==> config.mk <==
export PLATFORM = sky130hd
export DESIGN_NAME = decimal_seven_segment_serial_driver
export DESIGN_NICKNAME = d
export VERILOG_FILES = /design/src/rtl/core/dssd_pkg.sv /design/src/rtl/core/dssd_front.sv /design/src/rtl/core/dssd_queue.sv /design/src/rtl/core/dssd_back.sv /design/src/rtl/core/decimal_seven_segment_serial_driver.sv
export SDC_FILE = /design/constraint.sdc
export NUM_CORES = 1
export LEC_CHECK = 0
export BUFFER_PORTS_ARGS = -buffer_cell sky130_fd_sc_hd__buf_2
export CORE_ASPECT_RATIO = 1.75
export CORE_MARGIN = 5
export CORE_UTILIZATION = 45
export CTS_BUF_LIST = sky130_fd_sc_hd__clkbuf_4 sky130_fd_sc_hd__clkbuf_8
export DETAILED_ROUTE_END_ITERATION = 6
export GPL_TIMING_DRIVEN = 0
export PLACE_DENSITY_LB_ADDON = 0.12
export SYNTH_ARGS = -nofsm -noshare
export SYNTH_HDL_FRONTEND = slang
export SYNTH_HIERARCHICAL = 1
export SYNTH_SLANG_ARGS = --single-unit
==> constraint.sdc <==
create_clock -name clock -period 9.8 [get_ports clock]
set_input_delay 0.98 -clock clock [delete_from_list [all_inputs] [get_ports clock]]
set_output_delay 0.98 -clock clock [all_outputs]
set_load 0.02 [all_outputs]
==> src/rtl/core/dssd_pkg.sv <==
// Shared types and constants for the decimal seven-segment serial driver.
// Holds the queue entry type and the digit-to-segment table.
// No dependencies.
`default_nettype none
package dssd_pkg;

   localparam int unsigned BitsPerDigit = 16;
   localparam int unsigned QueueDepth   = 4;
   localparam logic [7:0]  EnableBase   = 8'h10;
   // Reciprocal of ten scaled by 2^19, exact for every 16-bit dividend.
   localparam logic [15:0] RecipTen     = 16'd52429;

   // One decoded digit, handed from the front end to the serializer.
   typedef struct packed {
      logic [7:0] seg;
      logic [1:0] idx;
      logic       last;
   } digit_entry_type;

   // Active-low segment pattern of a decimal digit.
   function automatic logic [7:0] seg_of(input logic [3:0] digit);
      logic [7:0] pat;
      unique case (digit)
         4'd0:    pat = 8'h03;
         4'd1:    pat = 8'h9F;
         4'd2:    pat = 8'h25;
         4'd3:    pat = 8'h0D;
         4'd4:    pat = 8'h99;
         4'd5:    pat = 8'h49;
         4'd6:    pat = 8'h41;
         4'd7:    pat = 8'h1F;
         4'd8:    pat = 8'h01;
         4'd9:    pat = 8'h09;
         default: pat = 8'hFF;
      endcase
      return pat;
   endfunction

endpackage
`default_nettype wire

==> src/rtl/core/dssd_front.sv <==
// Front end: accepts a value and splits it into decimal digits, one per cycle while the queue accepts them.
// Depends on dssd_pkg.
`default_nettype none
module dssd_front #(
   parameter int unsigned DIGIT_COUNT = 4
) (
   input  wire logic                      clock,
   input  wire logic                      reset,
   input  wire logic                      req_valid,
   output logic                           req_ready,
   input  wire logic [15:0]               req_shown_value,
   output logic                           push_valid,
   input  wire logic                      push_ready,
   output dssd_pkg::digit_entry_type      push_data
);
   import dssd_pkg::*;

   // A digit count outside one to four is pulled back into that range.
   localparam int unsigned DigitsUsed = (DIGIT_COUNT < 1) ? 1 :
                                        (DIGIT_COUNT > 4) ? 4 : DIGIT_COUNT;
   localparam logic [1:0] LastIdx = 2'(DigitsUsed - 1);

   logic        busy_ff, busy_in;
   logic [15:0] val_ff, val_in;
   logic [1:0]  idx_ff, idx_in;
   logic [31:0] prod;
   logic [12:0] quot;
   logic [15:0] quot_x10;
   logic [3:0]  rem;
   logic        is_last;
   logic        push;

   // Divide by ten through the reciprocal; the remainder is the digit.
   always_comb begin
      prod     = 32'(val_ff) * 32'(RecipTen);
      quot     = prod[31:19];
      quot_x10 = 16'({quot, 3'b000}) + 16'({quot, 1'b0});
      rem      = 4'(val_ff - quot_x10);
   end

   assign is_last    = (idx_ff == LastIdx);
   assign req_ready  = !busy_ff;
   assign push_valid = busy_ff;
   assign push       = busy_ff && push_ready;
   assign push_data  = '{seg: seg_of(rem), idx: idx_ff, last: is_last};

   // Next state of the digit walk.
   always_comb begin
      busy_in = busy_ff;
      val_in  = val_ff;
      idx_in  = idx_ff;
      if (req_valid && req_ready) begin
         busy_in = 1'b1;
         val_in  = req_shown_value;
         idx_in  = '0;
      end else if (push) begin
         val_in  = 16'(quot);
         idx_in  = idx_ff + 2'd1;
         if (is_last) begin
            busy_in = 1'b0;
         end
      end
   end

   always_ff @(posedge clock) begin
      if (reset) begin
         busy_ff <= 1'b0;
      end else begin
         busy_ff <= busy_in;
      end
      val_ff <= val_in;
      idx_ff <= idx_in;
   end

endmodule
`default_nettype wire

==> src/rtl/core/dssd_queue.sv <==
// Short FIFO of decoded digits between the front end and the serializer.
// Depends on dssd_pkg.
`default_nettype none
module dssd_queue (
   input  wire logic                      clock,
   input  wire logic                      reset,
   input  wire logic                      push_valid,
   output logic                           push_ready,
   input  dssd_pkg::digit_entry_type      push_data,
   output logic                           pop_valid,
   input  wire logic                      pop_ready,
   output dssd_pkg::digit_entry_type      pop_data
);
   import dssd_pkg::*;

   localparam int unsigned PtrW = $clog2(QueueDepth);

   digit_entry_type       mem_ff [QueueDepth];
   logic [PtrW-1:0]       wr_ptr_ff, rd_ptr_ff;
   logic [PtrW:0]         count_ff;
   logic                  do_push, do_pop;

   assign push_ready = (count_ff != (PtrW + 1)'(QueueDepth));
   assign pop_valid  = (count_ff != '0);
   assign pop_data   = mem_ff[rd_ptr_ff];
   assign do_push    = push_valid && push_ready;
   assign do_pop     = pop_valid && pop_ready;

   // Pointer and fill count update.
   always_ff @(posedge clock) begin
      if (reset) begin
         wr_ptr_ff <= '0;
         rd_ptr_ff <= '0;
         count_ff  <= '0;
      end else begin
         if (do_push) begin
            wr_ptr_ff <= wr_ptr_ff + 1'b1;
         end
         if (do_pop) begin
            rd_ptr_ff <= rd_ptr_ff + 1'b1;
         end
         if (do_push && !do_pop) begin
            count_ff <= count_ff + 1'b1;
         end else if (do_pop && !do_push) begin
            count_ff <= count_ff - 1'b1;
         end
      end
   end

   // Entry storage.
   always_ff @(posedge clock) begin
      if (do_push) begin
         mem_ff[wr_ptr_ff] <= push_data;
      end
   end

endmodule
`default_nettype wire

==> src/rtl/core/dssd_back.sv <==
// Serializer: shifts each digit's segment and enable bytes out LSB first.
// Depends on dssd_pkg.
`default_nettype none
module dssd_back (
   input  wire logic                      clock,
   input  wire logic                      reset,
   input  wire logic                      pop_valid,
   output logic                           pop_ready,
   input  dssd_pkg::digit_entry_type      pop_data,
   output logic                           rsp_valid,
   input  wire logic                      rsp_ready,
   output logic                           rsp_serial_bit,
   output logic                           rsp_latch_pulse,
   output logic [1:0]                     rsp_digit_index,
   output logic                           rsp_last_of_run
);
   import dssd_pkg::*;

   localparam int unsigned CntW = $clog2(BitsPerDigit);

   logic                have_ff;
   logic [BitsPerDigit-1:0] word_ff;
   logic [CntW-1:0]     cnt_ff;
   logic [1:0]          idx_ff;
   logic                last_ff;
   logic                out_valid_ff;
   logic                out_bit_ff, out_latch_ff, out_last_ff;
   logic [1:0]          out_idx_ff;
   logic                adv, end_digit;

   assign end_digit = (cnt_ff == CntW'(BitsPerDigit - 1));
   assign adv       = have_ff && (!out_valid_ff || rsp_ready);
   assign pop_ready = !have_ff || (adv && end_digit);

   // Shift register holding the current digit's sixteen bits.
   always_ff @(posedge clock) begin
      if (reset) begin
         have_ff <= 1'b0;
      end else if (pop_valid && pop_ready) begin
         have_ff <= 1'b1;
      end else if (adv && end_digit) begin
         have_ff <= 1'b0;
      end
      if (pop_valid && pop_ready) begin
         word_ff <= {8'(EnableBase << pop_data.idx), pop_data.seg};
         cnt_ff  <= '0;
         idx_ff  <= pop_data.idx;
         last_ff <= pop_data.last;
      end else if (adv) begin
         word_ff <= word_ff >> 1;
         cnt_ff  <= cnt_ff + 1'b1;
      end
   end

   // Output register; a bit waits here while the next one is prepared.
   always_ff @(posedge clock) begin
      if (reset) begin
         out_valid_ff <= 1'b0;
      end else if (adv) begin
         out_valid_ff <= 1'b1;
      end else if (rsp_ready) begin
         out_valid_ff <= 1'b0;
      end
      if (adv) begin
         out_bit_ff   <= word_ff[0];
         out_latch_ff <= end_digit;
         out_idx_ff   <= idx_ff;
         out_last_ff  <= last_ff && end_digit;
      end
   end

   assign rsp_valid       = out_valid_ff;
   assign rsp_serial_bit  = out_bit_ff;
   assign rsp_latch_pulse = out_latch_ff;
   assign rsp_digit_index = out_idx_ff;
   assign rsp_last_of_run = out_last_ff;

endmodule
`default_nettype wire

==> src/rtl/core/decimal_seven_segment_serial_driver.sv <==
// Top level of the decimal seven-segment serial driver.
// Depends on dssd_pkg, dssd_front, dssd_queue and dssd_back.
//
// Each accepted value yields 16 * DIGIT_COUNT serial-bit transactions, with
// DIGIT_COUNT held to one to four (64 at four digits): per digit, least
// significant first, the active-low segment byte and then the digit-enable
// byte, both LSB first, with latch_pulse set on the sixteenth bit and
// last_of_run on the final bit of the value. The serializer emits one bit
// per cycle while rsp_ready is held; the front end divides by ten once per
// digit and runs ahead through a four-entry digit queue, so the next value
// is accepted while earlier bits are still being shifted out.
`default_nettype none
module decimal_seven_segment_serial_driver #(
   parameter int unsigned DIGIT_COUNT = 4
) (
   input  wire logic        clock,
   input  wire logic        reset,
   input  wire logic        req_valid,
   output logic             req_ready,
   input  wire logic [15:0] req_shown_value,
   output logic             rsp_valid,
   input  wire logic        rsp_ready,
   output logic             rsp_serial_bit,
   output logic             rsp_latch_pulse,
   output logic [1:0]       rsp_digit_index,
   output logic             rsp_last_of_run
);
   import dssd_pkg::*;

   digit_entry_type push_data, pop_data;
   logic            push_valid, push_ready, pop_valid, pop_ready;

   dssd_front #(.DIGIT_COUNT(DIGIT_COUNT)) u_front (
      .clock           (clock),
      .reset           (reset),
      .req_valid       (req_valid),
      .req_ready       (req_ready),
      .req_shown_value (req_shown_value),
      .push_valid      (push_valid),
      .push_ready      (push_ready),
      .push_data       (push_data)
   );

   dssd_queue u_queue (
      .clock      (clock),
      .reset      (reset),
      .push_valid (push_valid),
      .push_ready (push_ready),
      .push_data  (push_data),
      .pop_valid  (pop_valid),
      .pop_ready  (pop_ready),
      .pop_data   (pop_data)
   );

   dssd_back u_back (
      .clock           (clock),
      .reset           (reset),
      .pop_valid       (pop_valid),
      .pop_ready       (pop_ready),
      .pop_data        (pop_data),
      .rsp_valid       (rsp_valid),
      .rsp_ready       (rsp_ready),
      .rsp_serial_bit  (rsp_serial_bit),
      .rsp_latch_pulse (rsp_latch_pulse),
      .rsp_digit_index (rsp_digit_index),
      .rsp_last_of_run (rsp_last_of_run)
   );

endmodule
`default_nettype wire

Yosys cells after proc, flatten, opt, wreduce, memory -nomap -nowiden
Memories as Yosys holds them, arrays and structs flattened. A register that Yosys moved wholly into a read port is not among the register bits.
Cells that the tools add are included.
{"block": "totals", "regBits": 56, "latchBits": 0, "ram_bits": 44, "romBits": 112, "inputBits": 20, "output_inout_bits": 7, "word_cells": 71, "mem_count": 2}
{"block": "op_classes", "add_sub_neg": 8, "multipliers": 1, "n_div": 0, "magnitude_cmp": 0, "n_eq_ne": 3, "shifts": 1, "muxes": 17, "bitwise": 0, "n_reduce_logical": 23}
{"memory": "(name not given)", "depth": 16, "width": 7, "read_ports": 1, "rd_clocked_by_memory_dff": 0, "wr": 0, "line": "dssd_pkg.sv:23", "text": "unique case (digit)"}
{"memory": "u_queue.mem_ff", "depth": 4, "width": 11, "read_ports": 1, "rd_clocked_by_memory_dff": 1, "wr": 1, "line": "dssd_queue.sv:18", "text": "digit_entry_type mem_ff [QueueDepth];"}
{"cell": "16-bit 2-to-1 mux", "count": 4}
{"cell": "16-bit by 16-bit multiplier with 32-bit output, second input constant", "count": 1}
{"cell": "2-bit nonzero test", "count": 6}
{"cell": "1-bit 2-to-1 mux", "count": 9}
{"cell": "1-bit logical AND", "count": 8}
{"cell": "5-bit by 2-bit << shifter with 8-bit output, first input constant", "count": 1}
{"cell": "2-bit by 1-bit adder with 2-bit output, second input constant", "count": 3}
{"cell": "3-bit 2-to-1 mux", "count": 2}
{"cell": "1-bit zero test", "count": 5}
{"cell": "4-bit by 1-bit adder with 4-bit output, second input constant", "count": 1}
{"cell": "4-bit adder", "count": 1}
{"cell": "4-bit == test, second input constant", "count": 1}
{"cell": "2-bit 2-to-1 mux", "count": 2}
{"cell": "4-bit subtractor", "count": 1}
{"cell": "3-bit by 1-bit adder with 3-bit output, second input constant", "count": 1}
{"cell": "3-bit != test, second input constant", "count": 1}
{"cell": "3-bit nonzero test", "count": 1}
{"cell": "3-bit by 1-bit subtractor with 3-bit output, second input constant", "count": 1}
{"cell": "2-bit == test, second input constant", "count": 1}
{"cell": "1-bit logical OR", "count": 2}
{"cell": "2-bit AND reduction", "count": 1}

Logic depth before layout (Yosys ltp)
{"block": "logic_depth", "ltp_word": 9, "depth_mapped": 29}

Modules after synthesis
Netlist, hierarchy kept.
{"module": "dssd_front", "n_inst": 1, "cells_each": 632, "area_per_inst_um2": 5935.7, "seq_area_each_um2": 540.5}
{"module": "dssd_queue", "n_inst": 1, "cells_each": 105, "area_per_inst_um2": 2070.7, "seq_area_each_um2": 1501.4}
{"module": "dssd_back", "n_inst": 1, "cells_each": 85, "area_per_inst_um2": 1249.9, "seq_area_each_um2": 840.8}

Least setup slack after synthesis
OpenSTA, ideal clock, no wires.
{"block": "synth_timing", "path_type": "register to register", "start": "register u_front.val_ff[3]", "end": "memory u_queue/mem_ff[0][6] in the netlist's numbering, data pin", "setup_ns": 0.217, "arrival_time_ns": 6.295, "required_time_ns": 9.583, "slack_ns": 3.289, "path_stages_with_launch": 26, "path_buffers": 1, "period_less_slack_ns": 6.511, "path_cell_list": "edfxtp_1 ha_1 inv_1 fa_1 inv_1 fa_1 fa_1 fa_1 inv_1 fa_1 inv_1 ha_1 and3_1 and3b_1 nor3_1 xnor2_1 ha_1 nor3b_2 nand3b_1 nor2_2 a211o_1 or2_1 buf_4 nand2_1 mux2i_1 a211oi_1"}
{"item": "start: declaration", "line": "dssd_front.sv:24", "text": "logic [15:0] val_ff, val_in;"}
{"item": "start signal: assignment", "line": "dssd_front.sv:71", "text": "val_ff <= val_in;"}
{"item": "end: declaration", "line": "dssd_queue.sv:18"}

==> impl_metrics.env <==
export IMPL_status="finished, final reports clean"
export IMPL_first_iter_violations=189
export IMPL_critPathMaxFanout=9
export IMPL_cp_arrival_ns=7.79
export IMPL_crit_top_cell="fa_1"
export IMPL_critPathLaunchType="flip-flop"
export IMPL_min_from="u_back/idx_ff[1]"
export IMPL_fin_setup_tns_ns=0
export IMPL_netlist_area_sq_um=9260
export IMPL_first_global_vias=6382
export IMPL_fmax_mhz=131
export IMPL_ys_ff_latch=102
export IMPL_reg2reg_from="u_front/val_ff[3]"
export IMPL_io_pins=27
export IMPL_io_buffers=26
export IMPL_die_y_um=200
export IMPL_hp_class="flip-flop to flip-flop"
export IMPL_seq_area_frac_synth=0.311
export IMPL_synth_edf_count=84
export IMPL_drive_gt1_frac=0.110
export IMPL_grt_usage=0.179
export IMPL_min_to="u_back/rsp_digit_index[1]"
export IMPL_crit_path_top_delay_cell="edfxtp_1"
export IMPL_multiInputGateArea_sq_um=5650
export IMPL_netlist_instances=822
export IMPL_synth_fp_nets=1071
export IMPL_regArea_sq_um=2880
export IMPL_min_path_cells=0
export IMPL_grt_pass1_wl_um=32400
export IMPL_antenna_found_initial=0
export IMPL_wl_per_cell_um=18.4
export IMPL_tightest_slew_ns=0.720
export IMPL_cts_tree="yes"
export IMPL_die_x_um=118
export IMPL_final_cell_mix="167 x inv_1, 148 x ha_1, 84 x edfxtp_1"
export IMPL_drc=0
export IMPL_rsz0062_at_grt="false"
export IMPL_cts_buffers=9
export IMPL_h_tree_depth=3
export IMPL_slew_violations=0
export IMPL_wirelength_um=20500
export IMPL_first_pass_iters=4
export IMPL_cts_hold_buf=0
export IMPL_synthFlopType="edfxtp_1"
export IMPL_start_util=0.456
export IMPL_grt_overflow=0
export IMPL_viasPerCell=5.31
export IMPL_min_period_ns=7.66
export IMPL_endpoint_kind="flip-flop"
export IMPL_clock_skew_ns=0.0302
export IMPL_clkSinkCount=102
export IMPL_syn_area_per_cell_sq_um=11.3
export IMPL_r2r_cells=26
export IMPL_final_nets=1108
export IMPL_antenna_cells=0
export IMPL_via_count=5905
export IMPL_areaGrowthSynthToFinish_pct=6.66
export IMPL_clock_path_buffers=2
export IMPL_final_hold_viol_count=0
export IMPL_synthDistinctLibCells=67
export IMPL_dp_hpwl_um=17800
export IMPL_async_flop_share=0
export IMPL_r2r_end="u_queue/mem_ff[0][6]"
export IMPL_synth_top_cell_by_area="edfxtp_1"
export IMPL_slowest_delay_ns=0.59
export IMPL_setup_viol=0
export IMPL_cap_viol_max_count=0
export IMPL_place_gp_congestion=0.928
export IMPL_min_period_over_period=0.782
export IMPL_fp_dieArea_sq_um=23700
export IMPL_path_buf_inv=5
export IMPL_yosysWarnings=6
export IMPL_slew_headroom=0.520
export IMPL_required_ns=9.93
export IMPL_synth_top_cell_area_share=0.273
export IMPL_synthTopCellsByArea="edfxtp_1 27%, ha_1 20%, fa_1 18%"
export IMPL_core_sq_um=20300
export IMPL_grt_max_degree=18
export IMPL_ant_nets=0
export IMPL_post_cts_buffers=0
export IMPL_crit_type="flip-flop to flip-flop"
export IMPL_fillers=1857
export IMPL_cts_resized_gates=0
export IMPL_cts_clk_slew_worst_paths_ns=0.11
export IMPL_path_delay_family="adder cells"
export IMPL_crit_cells=26
export IMPL_r2r_setup_slack_ns=2.14
export IMPL_clk_latency_ns=0.39
export IMPL_layout_commonest_cell="inv_1"
export IMPL_rows=69
export IMPL_cts_root_buf="clkbuf_8"
==> kinds of logic after synthesis <==
kind of cell    share of synthesized area
compound gates                     0.0702
flops                               0.311
mux                                0.0515
xor+xnor                           0.0281
fa+ha+maj                           0.375
simple gates                       0.0849
buf+inv                            0.0783
other cells                      0.000405
==> final cells by class <==
type | count | share of cell area
plain buffers | 14 | 0.00925
clock buffers | 10 | 0.0133
clock inverters | 6 | 0.00456
inverters | 168 | 0.0641
multi-input cells | 538 | 0.572
flip-flops and latches | 102 | 0.292
well taps | 248 | 0.0314
repair buffers | 26 | 0.0132
==> stage by stage <==
stage          setup WS, ns  hold slack, ns  instance area, sq um  instances  utilization
6_report               2.14           0.428                  9870       1112        0.487
5_1_grt                1.84           0.444                  9870       1112        0.487
4_1_cts                2.08           0.430                  9870       1112        0.487
3_5_place_dp           2.11           0.406                  9700       1096        0.478
3_3_place_gp           2.16           0.401                  9700       1096        0.478
2_1_floorplan          3.29           0.400                  9260        822            -
==> registers in the layout (all words and copies together), names as in the netlist, named ones only <==
signal                  flops
u_back/have_ff              1
u_front/val_ff             16
u_back/rsp_last_of_run      1
u_front/idx_ff              2
u_back/rsp_digit_index      2
u_back/cnt_ff               4
u_queue/wr_ptr_ff           2
u_back/rsp_valid            1
u_queue/rd_ptr_ff           2
u_back/word_ff             16
u_queue/mem_ff             44
u_front/push_valid          1
u_back/idx_ff               2
u_queue/count_ff            3
u_back/last_ff              1
u_back/rsp_serial_bit       1
u_back/rsp_latch_pulse      1
==> per-layer routing <==
metal / wire length [um] / vias up / GRT usage
met2: 12100 / 83 / 0.372
met1: 6450 / 2927 / 0.153
li1: - / 2839 / -
met5: 0 / - / 0
met3: 330 / 56 / 0.0186
met4: 1620 / 0 / 0.124
==> synth_stat cells, drive strengths merged (4+ instances only) <==
cell    number
ha         148
a211oi       6
or3          8
nor3         9
o31ai        4
buf         10
nand2b       7
xnor2        8
a21o         6
nand3       13
mux4        11
mux2        10
mux2i        7
inv        168
xor2        19
and2        14
fa          81
nand4        7
o21ai       23
edfxtp      84
dfxtp       18
nor2        38
nand2       47
clkbuf       4
nor2b        4
a21oi       35
==> worst max-delay path by stage <==
stage | startpoint | to | slack, ns
final | u_front/val_ff[3] | u_queue/mem_ff[0][6] | 2.14
after floorplan | u_front/val_ff[3] | u_queue/mem_ff[0][6] | 3.29
after global placement | u_front/val_ff[3] | u_queue/mem_ff[0][6] | 2.16
after detailed placement | u_front/val_ff[3] | u_queue/mem_ff[0][6] | 2.11
after CTS | u_front/val_ff[3] | u_queue/mem_ff[0][6] | 2.08
after global routing | u_front/val_ff[3] | u_queue/mem_ff[0][6] | 1.84
Power is left out: the tool's default activity adds up to more than one toggle a clock period on the data nets, which glitch-free logic cannot reach.
